**config.mk**
```make
export PLATFORM = sky130hd
export DESIGN_NAME = bmps_cell
export DESIGN_NICKNAME = d
export VERILOG_FILES = /design/src/rtl/bmps_pkg.sv /design/src/rtl/bmps_cell.sv
export SDC_FILE = /design/constraint.sdc
export NUM_CORES = 1
export LEC_CHECK = 0
export BUFFER_PORTS_ARGS = -buffer_cell sky130_fd_sc_hd__buf_4
export CAP_MARGIN = 20
export CORE_AREA = 2 2 103 75
export CTS_CLUSTER_SIZE = 14
export DETAILED_ROUTE_END_ITERATION = 10
export DIE_AREA = 0 0 105 77
export SYNTH_ARGS = -nofsm -noshare
export SYNTH_HDL_FRONTEND = slang
export SYNTH_SLANG_ARGS = --single-unit
export TNS_END_PERCENT = 10
```
**constraint.sdc**
```tcl
create_clock -name clk -period 1.55 [get_ports clk]
set_input_delay 0 -clock clk [delete_from_list [all_inputs] [get_ports clk]]
set_output_delay 0 -clock clk [all_outputs]
set_load 0.05 [all_outputs]
```
**src/rtl/bmps_pkg.sv**
```systemverilog
// Shared types and field widths for the baker's map pixel scatter.
`timescale 1ns / 1ps
package bmps_pkg;

	localparam int unsigned CH_W      = 8;
	localparam int unsigned STEP_W    = 8;
	localparam int unsigned COL_OUT_W = 9;
	localparam int unsigned ROW_OUT_W = 8;

	typedef struct packed {
		logic [CH_W-1:0] red;
		logic [CH_W-1:0] green;
		logic [CH_W-1:0] blue;
	} colour_t;

	typedef struct packed {
		logic adv;
		logic neg;
	} ctrl_t;

endpackage

```
**src/rtl/bmps_cell.sv**
```systemverilog
// Chain cell: forward/inverse map step if IDX < mag, else pass-through; registers the beat.
`timescale 1ns / 1ps
module bmps_cell #(
	parameter int unsigned FRAME_WIDTH  = 320,
	parameter int unsigned FRAME_HEIGHT = 240,
	parameter int unsigned CW           = 9,
	parameter int unsigned RW           = 8,
	parameter int unsigned MW           = 7,
	parameter int unsigned IDX          = 0
) (
	input  logic              clk,
	input  logic              arst_n,
	input  bmps_pkg::ctrl_t   ctrl,
	input  logic [MW-1:0]     mag,
	input  logic              v_in,
	input  logic [CW-1:0]     col_in,
	input  logic [RW-1:0]     row_in,
	input  bmps_pkg::colour_t colour_in,
	input  logic              last_in,
	output logic              v_s1,
	output logic [CW-1:0]     col_s1,
	output logic [RW-1:0]     row_s1,
	output bmps_pkg::colour_t colour_s1,
	output logic              last_s1
);
	import bmps_pkg::*;

	localparam logic [CW:0] FW_X  = (CW+1)'(FRAME_WIDTH);
	localparam logic [CW:0] FW2_X = (CW+1)'(2 * FRAME_WIDTH - 1);
	localparam logic [RW:0] FH_X  = (RW+1)'(FRAME_HEIGHT);
	localparam logic [RW:0] FH2_X = (RW+1)'(2 * FRAME_HEIGHT - 1);
	localparam logic [CW-1:0] FW1 = CW'(FRAME_WIDTH - 1);
	localparam logic [RW-1:0] FH1 = RW'(FRAME_HEIGHT - 1);
	localparam logic [MW-1:0] IDX_V = MW'(IDX);

	logic [CW:0]   fc_w;
	logic [RW:0]   ir_w;
	logic [CW-1:0] col_nx;
	logic [RW-1:0] row_nx;

	always_comb begin
		fc_w   = {col_in, row_in[0]};
		ir_w   = {row_in, col_in[0]};
		col_nx = col_in;
		row_nx = row_in;
		if (IDX_V < mag) begin
			if (ctrl.neg) begin
				if (ir_w >= FH_X) begin
					col_nx = FW1 - (col_in >> 1);
					row_nx = RW'(FH2_X - ir_w);
				end else begin
					col_nx = col_in >> 1;
					row_nx = RW'(ir_w);
				end
			end else begin
				if (fc_w >= FW_X) begin
					col_nx = CW'(FW2_X - fc_w);
					row_nx = FH1 - (row_in >> 1);
				end else begin
					col_nx = CW'(fc_w);
					row_nx = row_in >> 1;
				end
			end
		end
	end

	always_ff @(posedge clk or negedge arst_n) begin
		if (!arst_n) begin
			v_s1 <= 1'b0;
		end else if (ctrl.adv) begin
			v_s1 <= v_in;
		end
	end

	always_ff @(posedge clk) begin
		if (ctrl.adv) begin
			col_s1    <= col_nx;
			row_s1    <= row_nx;
			colour_s1 <= colour_in;
			last_s1   <= last_in;
		end
	end

endmodule

```
* Word level (Yosys, flattened, before mapping) *
Index checks and enable logic that the tools add are counted.

operators by class
  divide/modulo/power cells = 0
  bitwise operators = 0
  magnitude comparators = 3
  equality and inequality tests = 0
  reduce and logical (&&, ||, !) cells = 0
  muxes and demuxes = 8
  multiply operators = 0
  $add $sub $neg = 4
  shift-type cells = 0

operators by type and width
  kind                                                                 count
  two-way mux 9 bit                                                    4
  two-way mux 8 bit                                                    4
  greater-or-equal comparator 10 x 9 -> 1 bit (second input constant)  1
  greater-or-equal comparator 9 x 8 -> 1 bit (second input constant)   1
  subtractor 7 x 9 -> 9 bit (first input constant)                     1
  subtractor 9 x 8 -> 9 bit (first input constant)                     1
  subtractor 8 x 7 -> 8 bit (first input constant)                     1
  subtractor 8 bit (first input constant)                              1
  < comparator 1 x 7 -> 1 bit (first input constant)                   1

storage, ports and cells
  word-level logic and storage cells = 22
  RAM bits = 0
  ROM bits = 0
  output and inout port bits = 43
  input bits = 54
  register bits after elaboration = 43
  latch bits = 0
  memories kept = 0

* Longest topological paths before layout *
Gate-level depths: netlist of the first run.

  depth in word-level cells = 4
  depth in mapped cells = 8
  depth with buffers taken out = 7

* Worst setup path before layout of the first run *
Ideal clock, no wire load.

  kind = in2reg
  start = in row_in[5]
  end = reg col_s1[0], data pin
  data required time = 1.287 ns
  data arrival time = 1.046 ns
  setup time = 0.263 ns
  cell stages on the path = 6
  setup slack = 0.241 ns
  cells stage by stage = ha_1 and4bb_4 a31oi_4 buf_6 xor2_1 o21ai_1

on the way
  word-level cells in the longest chain between the ends = 4

RTL lines
  element                                     line             text
  start, declared                             bmps_cell.sv:17  input logic [RW-1:0] row_in,
  greater-or-equal comparator 9 x 8 -> 1 bit  bmps_cell.sv:48  if (ir_w >= FH_X) begin
  two-way mux 9 bit                           bmps_cell.sv:48
  two-way mux 9 bit                           bmps_cell.sv:47  if (ctrl.neg) begin
  two-way mux 9 bit                           bmps_cell.sv:46  if (IDX_V < mag) begin
  via col_nx[0]                               bmps_cell.sv:38  logic [CW-1:0] col_nx;
  end signal, assigned                        bmps_cell.sv:77  col_s1 <= col_nx;
  end, declared                               bmps_cell.sv:21  output logic [CW-1:0] col_s1,

The timed path passes the listed nets, and every way through them passes these cells.
A chain may end at the register's enable or synchronous reset.

* Worst setup path after layout of the first run *
  start = in row_in[5]
  end = reg col_s1[1], data pin

The elaborated chain is that of the path after synthesis.

==> results of run 1 <==
power by group through the flow:
stage	clock network, mW	registers (mW)	logic [mW]
after floorplan	0	1.84	0.185
after global placement	0	1.46	0.932
after detailed placement	0	1.46	0.937
after CTS	0.700	1.43	0.994
after global routing	0.747	1.44	1.05
final	0.671	1.43	0.991
per-stage QoR:
step	setup TNS, ns	instances	cell area (um2)
after CTS	0	390	3327
final	0	390	3327
after global routing	0	390	3327
after detailed placement	-0.7293	355	2972
after global placement	-0.09381	355	2972
after floorplan	0	156	2061
cell type report:
cell class,count,share of cell area [%]
Clock buffer,6,2.181
Clock inverter,2,0.3761
Inverter,5,0.5641
Multi-Input combinational cell,100,21.06
Sequential cell,43,38.66
Tap cell,98,3.686
Timing Repair Buffer,136,33.47
worst max-delay path: stages:
cell,delay (ns)
buf_4,0.13
ha_1,0.22
and4bb_4,0.22
a31oi_4,0.29
buf_4,0.25
xor2_1,0.17
o21ai_1,0.07
cell families (layout without fill, tap and decap cells):
| logic type | after synthesis | count (layout) | share of synthesized area [%] |
|---|---|---|---|
| xor+xnor | 23 | 23 | 9.776 |
| buf+inv | 13 | 149 | 3.582 |
| fa+ha+maj | 4 | 4 | 2.429 |
| mux | 3 | 3 | 1.518 |
| flops | 43 | 43 | 62.42 |
| compound gates | 42 | 42 | 13.30 |
| simple gates | 28 | 28 | 6.982 |
cells in the mapped netlist (all sizes together):
cell     n
edfxtp  42
a31oi    3
o22ai    1
dfrtp    1
o21ai   19
buf      5
mux2     1
a21o     1
xnor2   14
a31o     1
nor4     1
nor2     7
o221ai   1
ha       4
mux2i    2
nand3    1
nand2    9
clkbuf   3
a21oi    4
xor2     9
and2     1
and4bb   1
o21a     4
inv      5
or4      1
a22oi    8
nor3     7
state kept, by name, indices dropped and copies added, names as in the netlist:
signal,cells
row_s1,8
v_s1,1
last_s1,1
colour_s1,24
col_s1,9
how the worst max path moves through the flow:
| stage | to | slack (ns) | startpoint | depth (start not counted) |
|---|---|---|---|---|
| after floorplan | col_s1[0] | 0.24 | row_in[5] | 6 |
| after global placement | row_s1[3] | -0.02 | row_in[5] | 7 |
| after detailed placement | col_s1[1] | -0.1 | row_in[5] | 7 |
| after CTS | col_s1[1] | 0.22 | row_in[5] | 7 |
| after global routing | row_s1[2] | 0.13 | row_in[5] | 7 |
| final | col_s1[1] | 0.22 | row_in[5] | 7 |
routing by layer:
layer  vias up  global-route usage [%]  part of all wire, %
met5         -                       0                    0
met4         0                   2.400                 0.73
met3         5                   4.592                  8.5
met2        85                   20.91                   44
met1       783                   18.06                   46
li1        847                       -                    -
==> flow_summary_export.csv, run 1 <==
group,metric,value,unit
timing,timing.final.max_slew_violations,0,
die,floorplan.die_area,8085,um2
placement,placement.io_buffers,96,
cts,buffer_cell_driving_the_clock_tree_root,"clkbuf_8",
cts,cts_buffers,5,
detailed_routing,wire_per_inst,14.06,um
final_layout,layout_commonest_cell,"buf_4",
detailed_routing,drt.antenna.violating_nets,0,
synth,synthesis.area,2061,um2
detailed_routing,drc,0,
worst_setup_path,path_class,"in2reg",
worst_setup_path,reg2reg_to,"v_s1",
worst_setup_path,ff2ff_path_depth,1,
synth,syn_avg_cell_area,13.21,um2
cts,worstSkewPairLatency,0.28,ns
global_route,grt_antenna_before_repair,0,
detailed_routing,total_routed_wirelength,5483,um
timing,hold_viol,0,
power,ir_drop,0.3744,mV
global_route,grt_pass1_wl,8569,um
cts,post-cts-setup-buffers,0,
worst_setup_path,cp.required,1.59,ns
power,net-switching-power,0.9991,mW
die,die_y,77,um
global_route,grt_remaining_overflow,0,
detailed_routing,pre_antenna_drt_iters,4,
die,boundaryPins,97,
worst_setup_path,critical_path.endpoint_type,"flop",
global_route,first_global_vias,1624,
timing,finalWorstSetupSlack,0.2200,ns
cts,cts-resized-gates,0,
power,p_int,2.097,mW
placement,routabilityCongestion,0.7860,
worst_setup_path,worstPathArrival,1.37,ns
cts,holdBufCountCts,27,
detailed_routing,vias,1720,
worst_setup_path,rr_startpoint,"v_s1",
synth,yosys_register_bits,43,
synth,synth.net_count,214,
final_layout,finalCoreUtilization,46.91,%
power,power_density,930.5,nW/um2
power,p_clk_share,21.7,%
timing,finalHoldWorstSlack,0.02928,ns
timing,worst_max_slew_pin_slew,0.5396,ns
placement,detailed_place_hpwl,3896,um
timing,finalSetupViolations,0,
synth,yosys_warnings,0,
timing,rsz0062_at_grt,"no",
die,floorplan.core_area,7092,um2
worst_setup_path,worst-path-max-fanout,8,
cts,tritoncts_clock_tree,"done",
global_route,grt_start_max_net_pins,25,
synth,synthDistinctLibCells,32,
timing,finalCritPeriodShare,85.81,%
final_layout,filler_cell_count,648,
detailed_routing,post_drt_via_cell_ratio,4.410,
worst_setup_path,worst-r2r-setup-slack,0.81,ns
timing,slew_headroom,63.89,%
final_layout,num_antenna_cells,0,
cts,cts_sinks,43,
power,fin_total_pwr,3.096,mW
power,power.switching_fraction,32.27,%
detailed_routing,first_iter_violations,92,
global_route,overall_global_routing_resource_usage,13.33,%
final_layout,num-nets-final,349,
final_layout,multi_input_comb_area,700.7,um2
power,power.sequential.fraction,46.3,%
synth,synthDominantCellAreaShare,61.20,%
die,initial_utilization,29.06,%
final_layout,synthToLayoutAreaGrowth,61.45,%
synth,synth-seq-area-share,62.42,%
timing,worst_clock_skew,0,ns
status,status,"finished clean",
worst_setup_path,cp-start-kind,"input port",
power,cellLeakagePower,1.378,nW
cts,cts.clk_slew.worst_paths,0.08,ns
timing,min_period,1.330,ns
cts,cts_buffer_depth,2,
die,floorplan.rows,26,
final_layout,layout-drive-gt1-share,41.44,%
placement,pre_cts_ws,-0.09560,ns
cts,htree_num_levels,2,
power,combPwrFrac,32.0,%
timing,maxClockFrequency,751.9,MHz
final_layout,layout.cells.most_common_list,"107 x buf_4, 42 x edfxtp_1, 27 x dlygate4sd3_1",
synth,post_synth_inst_count,156,
synth,synth_top_cell_by_area,"edfxtp_1",
synth,post_synth_main_area_contributors,"edfxtp_1 61%, xnor2_1 6.0%, xor2_1 3.8%",
die,fp.dieW,105,um
hold_path,worstHoldPathType,"in2async",
flow_run,drv.max_cap_violation_count,0,
final_layout,sequential_cell_area,1286,um2
Power figures use the tool's default switching activity.
==> run 2: changes to the inputs <==
--- a/config.mk
+++ b/config.mk
@@ -6,7 +6,7 @@
 export NUM_CORES = 1
 export LEC_CHECK = 0
 export BUFFER_PORTS_ARGS = -buffer_cell sky130_fd_sc_hd__buf_4
-export CAP_MARGIN = 20
+export CAP_MARGIN = 5
 export CORE_AREA = 2 2 103 75
 export CTS_CLUSTER_SIZE = 14
 export DETAILED_ROUTE_END_ITERATION = 10
==> constraint.sdc (replaced) <==
create_clock -name clk -period 1.55 [get_ports clk]
set_input_delay 0.31 -clock clk [delete_from_list [all_inputs] [get_ports clk]]
set_output_delay 0.31 -clock clk [all_outputs]
set_load 0.05 [all_outputs]
==> flow_summary_export.csv, run 2 (synthesized netlist as in run 1, its figures left out) <==
group,metric,value,unit
timing,finalSetupViolations,0,
final_layout,num-nets-final,347,
final_layout,post_layout_nonfiller_instances,388,
placement,dpl_cell_area,3137,um2
die,boundaryPins,97,
hold_path,worstHoldEndpoint,"colour_s1[2]",
global_route,grt_antenna_before_repair,0,
detailed_routing,total_routed_wirelength,5118,um
die,floorplan.core_area,7092,um2
final_layout,layout-drive-gt1-share,51.72,%
worst_setup_path,worstPathArrival,1.55,ns
timing,maxClockFrequency,661.5,MHz
detailed_routing,drc,0,
global_route,grt_start_max_net_pins,21,
global_route,grt_remaining_overflow,0,
worst_setup_path,worst-r2r-setup-slack,0.81,ns
global_route,first_global_vias,1596,
worst_setup_path,ff2ff_path_depth,1,
cts,cts.clk_slew.worst_paths,0.08,ns
global_route,overall_global_routing_resource_usage,12.45,%
hold_path,whs_path_depth,1,
timing,rsz0062_at_grt,"yes",
die,floorplan.rows,26,
power,ir_drop,0.3809,mV
final_layout,sequential_cell_area,1286,um2
cts,cts_buffers,5,
worst_setup_path,rr_startpoint,"v_s1",
final_layout,max_reg_flops,24,
final_layout,num_antenna_cells,0,
placement,detailed_place_hpwl,4072,um
die,initial_utilization,29.06,%
timing,worst_max_slew_pin_slew,0.5217,ns
power,fin_total_pwr,3.098,mW
detailed_routing,wire_per_inst,13.19,um
flow_run,drv.max_cap_violation_count,0,
global_route,grt_pass1_wl,8086,um
timing,min_period,1.512,ns
worst_setup_path,crit_path_top_delay_cell,"a31o_1",
worst_setup_path,cp.required,1.59,ns
worst_setup_path,path_cells,"buf_4 -> ha_4 -> a31o_1 -> a31oi_4 -> buf_4 -> mux2i_1 -> a21o_1 -> o21ai_2",
final_layout,layout.cells.most_common_list,"130 x buf_4, 42 x edfxtp_1, 14 x xnor2_1",
worst_setup_path,critical_path.endpoint_type,"flop",
worst_setup_path,timing.critical_path.slowest_cell_delay,0.23,ns
worst_setup_path,crit_path_frequent_cell,"buf_4",
worst_setup_path,path_class,"in2reg",
placement,routabilityCongestion,0.8167,
worst_setup_path,cp-start-kind,"input port",
hold_path,worstHoldPathType,"in2reg",
final_layout,multi_input_comb_area,730.7,um2
status,status,"finished clean",
worst_setup_path,worst-path-max-fanout,3,
timing,timing.final.max_slew_violations,0,
worst_setup_path,launching_instance_or_port_of_the_critical_path,"row_in[5]",
final_layout,layout_commonest_cell,"buf_4",
power,power_density,944.2,nW/um2
detailed_routing,pre_antenna_drt_iters,4,
die,floorplan.die_area,8085,um2
timing,worst_clock_skew,0,ns
final_layout,largest-register,"colour_s1",
cts,cts_buffer_depth,2,
final_layout,postLayoutCellArea,3281,um2
worst_setup_path,reg2reg_to,"v_s1",
cts,buffer_cell_driving_the_clock_tree_root,"clkbuf_8",
cts,htree_num_levels,2,
die,die_y,77,um
final_layout,reg_top3,"colour_s1 x24, col_s1 x9, row_s1 x8",
final_layout,synthToLayoutAreaGrowth,59.20,%
hold_path,hold_start,"colour_in[2]",
detailed_routing,drt.antenna.violating_nets,0,
detailed_routing,vias,1728,
die,fp.dieW,105,um
timing,finalCritPeriodShare,97.52,%
detailed_routing,first_iter_violations,128,
cts,tritoncts_clock_tree,"done",
cts,cts_sinks,43,
cts,worstSkewPairLatency,0.28,ns
placement,placement.io_buffers,96,
detailed_routing,post_drt_via_cell_ratio,4.454,
placement,place.detailed.instances,375,
final_layout,filler_cell_count,647,
power,cellLeakagePower,1.390,nW
timing,slew_headroom,65.09,%
timing,hold_viol,0,
## run 2: cell types whose count changed in the layout (fill, tap and decap cells not counted), moves of 2 or more
cell,delta
buf_4,+23
dlygate4sd3_1,-26
ha_1,-2
nor3_1,-3
nor3_2,+3
## run 2: worst max-delay path by stage
stage / end / slack [ns] / cells after the start
global placement: row_s1[1] / -0.21 / 8
finish: col_s1[7] / 0.04 / 8
global route: col_s1[7] / -0.04 / 8
CTS: row_s1[1] / 0.007 / 8
floorplan: col_s1[0] / -0.02 / 6
detailed placement: row_s1[0] / -0.30 / 8
## run 2: routing by layer
layer	vias to the layer above	global-route usage (%)	share of wire [%]
met5	-	0	0
met4	0	2.800	0.49
met3	4	3.486	9.3
met2	87	18.64	43
met1	796	17.89	47
li1	841	-	-
## run 2: what timing repair did
item / in CTS / in global routing
buffers inserted: 0 / 4
gates resized for setup: 0 / 4
endpoints found under the hold margin: 1 / 0
setup endpoints to repair: 0 / 3
hold buffers: 1 / 0
## run 2: per-stage QoR
step                      worst slack, ns  hold WS, ns  TNS (ns)  utilization (%)
after CTS                        0.007387       0.1859         0            45.57
after global placement            -0.2085      0.08529    -2.745            44.23
after global routing             -0.03707       0.1766  -0.03707            46.26
after detailed placement          -0.2976      0.08637    -3.102            44.23
final                             0.03837       0.2004         0            46.26
after floorplan                  -0.02031      0.01441   -0.1140                -
## run 2: where the power goes
group	switching, mW	internal [mW]
clock	0.359	0.315
combinational	0.612	0.382
sequential	0.0285	1.40
total	0.999	2.10
## run 2: area by class of cell
type / count / area share (%)
clock buffer: 6 / 2.212
clock inverter: 2 / 0.3814
inverter: 5 / 0.5721
multi-input combinational: 100 / 22.27
sequential: 43 / 39.21
tap: 98 / 3.738
timing repair buffer: 134 / 31.62
## run 2: worst max-delay path, delay by kind of cell
kind,cells,cell delay [ns]
fa+ha+maj,1,0.15
buf+inv,2,0.29
compound gates,4,0.63
mux,1,0.17
==> run 3: changes to the inputs <==
--- a/config.mk
+++ b/config.mk
@@ -7,10 +7,14 @@
 export LEC_CHECK = 0
 export BUFFER_PORTS_ARGS = -buffer_cell sky130_fd_sc_hd__buf_4
 export CAP_MARGIN = 5
+export CELL_PAD_IN_SITES_DETAIL_PLACEMENT = 1
+export CELL_PAD_IN_SITES_GLOBAL_PLACEMENT = 1
 export CORE_AREA = 2 2 103 75
 export CTS_CLUSTER_SIZE = 14
 export DETAILED_ROUTE_END_ITERATION = 10
 export DIE_AREA = 0 0 105 77
+export GPL_TIMING_DRIVEN = 0
+export PLACE_DENSITY_LB_ADDON = 0.1
 export SYNTH_ARGS = -nofsm -noshare
 export SYNTH_HDL_FRONTEND = slang
 export SYNTH_SLANG_ARGS = --single-unit
==> flow_summary_export.csv, run 3 (synthesized netlist as in run 1, its figures left out) <==
group,metric,value,unit
status,status,"finished clean",
timing,maxClockFrequency,665.7,MHz
global_route,grt_antenna_before_repair,0,
global_route,grt.met2_usage,21.23,%
timing,finalWorstSetupSlack,0.04777,ns
final_layout,largest-register,"colour_s1",
worst_setup_path,cp.required,1.59,ns
die,boundaryPins,97,
cts,worstSkewPairLatency,0.29,ns
die,fp.dieW,105,um
worst_setup_path,path_cells,"buf_4 -> ha_4 -> a31o_1 -> a31oi_4 -> buf_12 -> mux2i_1 -> a21o_1 -> o21ai_2",
worst_setup_path,rr_startpoint,"v_s1",
die,floorplan.core_area,7092,um2
detailed_routing,pre_antenna_drt_iters,4,
die,floorplan.die_area,8085,um2
detailed_routing,total_routed_wirelength,5484,um
timing,rsz0062_at_grt,"no",
placement,placement.io_buffers,95,
timing,worst_clock_skew,0,ns
timing,worst_max_slew_pin_slew,0.5640,ns
global_route,met1_usage,18.36,%
cts,buffer_cell_driving_the_clock_tree_root,"clkbuf_8",
cts,cts_buffer_depth,2,
timing,timing.final.max_slew_violations,0,
power,power_density,991.2,nW/um2
global_route,grt_met3_use,4.252,%
die,initial_utilization,29.06,%
worst_setup_path,crit_buf_inv,2,
cts,tritoncts_clock_tree,"done",
timing,finalCritPeriodShare,96.92,%
timing,min_period,1.502,ns
power,fin_total_pwr,3.078,mW
detailed_routing,post_drt_via_cell_ratio,4.450,
worst_setup_path,cp-start-kind,"input port",
timing,hold_viol,0,
cts,cts_buffers,5,
power,cellLeakagePower,1.263,nW
detailed_routing,wire_per_inst,15.15,um
global_route,grt-busiest-layer,"met2",
final_layout,layout-drive-gt1-share,45.83,%
die,die_y,77,um
global_route,grt_pass1_wl,8576,um
hold_path,worstHoldPathType,"in2reg",
final_layout,finalCoreUtilization,43.79,%
placement,place.detailed.instances,349,
global_route,grt_remaining_overflow,0,
cts,cts.clk_slew.worst_paths,0.08,ns
worst_setup_path,worst-r2r-setup-slack,0.80,ns
global_route,first_global_vias,1661,
detailed_routing,first_iter_violations,55,
final_layout,synthToLayoutAreaGrowth,50.70,%
final_layout,num-nets-final,321,
detailed_routing,drc,0,
worst_setup_path,path_class,"in2reg",
detailed_routing,drt.antenna.violating_nets,0,
timing,setup_tns,0,ns
worst_setup_path,critical_path_depth,8,
final_layout,reg_top3,"colour_s1 x24, col_s1 x9, row_s1 x8",
worst_setup_path,critical_path.endpoint_type,"flop",
worst_setup_path,ff2ff_path_depth,1,
placement,pre_cts_ws,-0.3447,ns
final_layout,layout.cells.most_common_list,"97 x buf_4, 42 x edfxtp_1, 14 x xnor2_1",
timing,finalSetupViolations,0,
final_layout,post_layout_nonfiller_instances,362,
worst_setup_path,timing.critical_path.slowest_cell_delay,0.20,ns
cts,htree_num_levels,2,
cts,cts_sinks,43,
die,floorplan.rows,26,
flow_run,drv.max_cap_violation_count,0,
worst_setup_path,crit_path_top_delay_cell,"a31o_1",
final_layout,max_reg_flops,24,
worst_setup_path,worst-path-max-fanout,7,
hold_path,whs_path_depth,1,
power,ir_drop,0.4341,mV
global_route,overall_global_routing_resource_usage,13.61,%
worst_setup_path,critical-path-top-delay-family,"compound AO/OA/AOI/OAI gates",
worst_setup_path,timing.critical_path.to,"col_s1[7]",
worst_setup_path,launching_instance_or_port_of_the_critical_path,"row_in[5]",
placement,detailed_place_hpwl,4060,um
final_layout,layout_commonest_cell,"buf_4",
global_route,grt_start_max_net_pins,44,
final_layout,num_antenna_cells,0,
detailed_routing,vias,1611,
placement,routabilityCongestion,0.8176,
worst_setup_path,worstPathArrival,1.54,ns
timing,slew_headroom,62.40,%
worst_setup_path,reg2reg_to,"v_s1",
==> run 3: cell count changes in the layout (fill, tap and decap cells not counted), sizes merged <==
| cell | previous run | this run |
|---|---|---|
| buf | 133 | 103 |
| clkbuf | 6 | 10 |
==> run 3: per-stage QoR <==
| stage | hold slack (ns) | cell area (um2) |
|---|---|---|
| floorplan | 0.01441 | 2076 |
| global placement | 0.08588 | 2912 |
| detailed placement | 0.08613 | 2912 |
| CTS | 0.1740 | 3030 |
| global route | 0.1620 | 3105 |
| finish | 0.1849 | 3105 |
==> run 3: repair_timing <==
action,4_1_cts,5_1_grt
gates cloned,0,1
buffers inserted,1,2
hold buffers,1,0
endpoints found under the setup margin,8,13
pin swaps,1,4
hold endpoints to repair,1,0
gates resized for setup,1,6
==> run 3: routing by layer <==
metal  up-vias  share of wire, %
li1        788                 -
met1       756                47
met2        60                45
met3         7               7.1
met4         0              0.93
met5         -                 0
==> run 3: power by group <==
group / leakage (nW) / total, mW / switching, mW / internal (mW)
Combinational: 0.800 / 0.951 / 0.604 / 0.347
Sequential: 0.422 / 1.43 / 0.0299 / 1.40
Clock: 0.0412 / 0.694 / 0.379 / 0.315
Total: 1.26 / 3.08 / 1.01 / 2.06
==> run 3: area by class of cell <==
class | count | area [um2]
fill | 793 | 3986
sequential | 43 | 1286
timing repair buffer | 100 | 783.3
multi-input combinational | 100 | 742.0
tap | 98 | 122.6
clock buffer | 6 | 72.57
buffer | 8 | 67.56
inverter | 5 | 18.77
clock inverter | 2 | 12.51
==> run 3: how the worst min path moves through the flow <==
stage | start | to | slack [ns]
3_3_place_gp | arst_n | v_s1 | 0.09
5_1_grt | colour_in[4] | colour_s1[4] | 0.16
6_report | colour_in[5] | colour_s1[5] | 0.18
2_1_floorplan | arst_n | v_s1 | 0.01
3_5_place_dp | arst_n | v_s1 | 0.09
4_1_cts | colour_in[15] | colour_s1[15] | 0.17
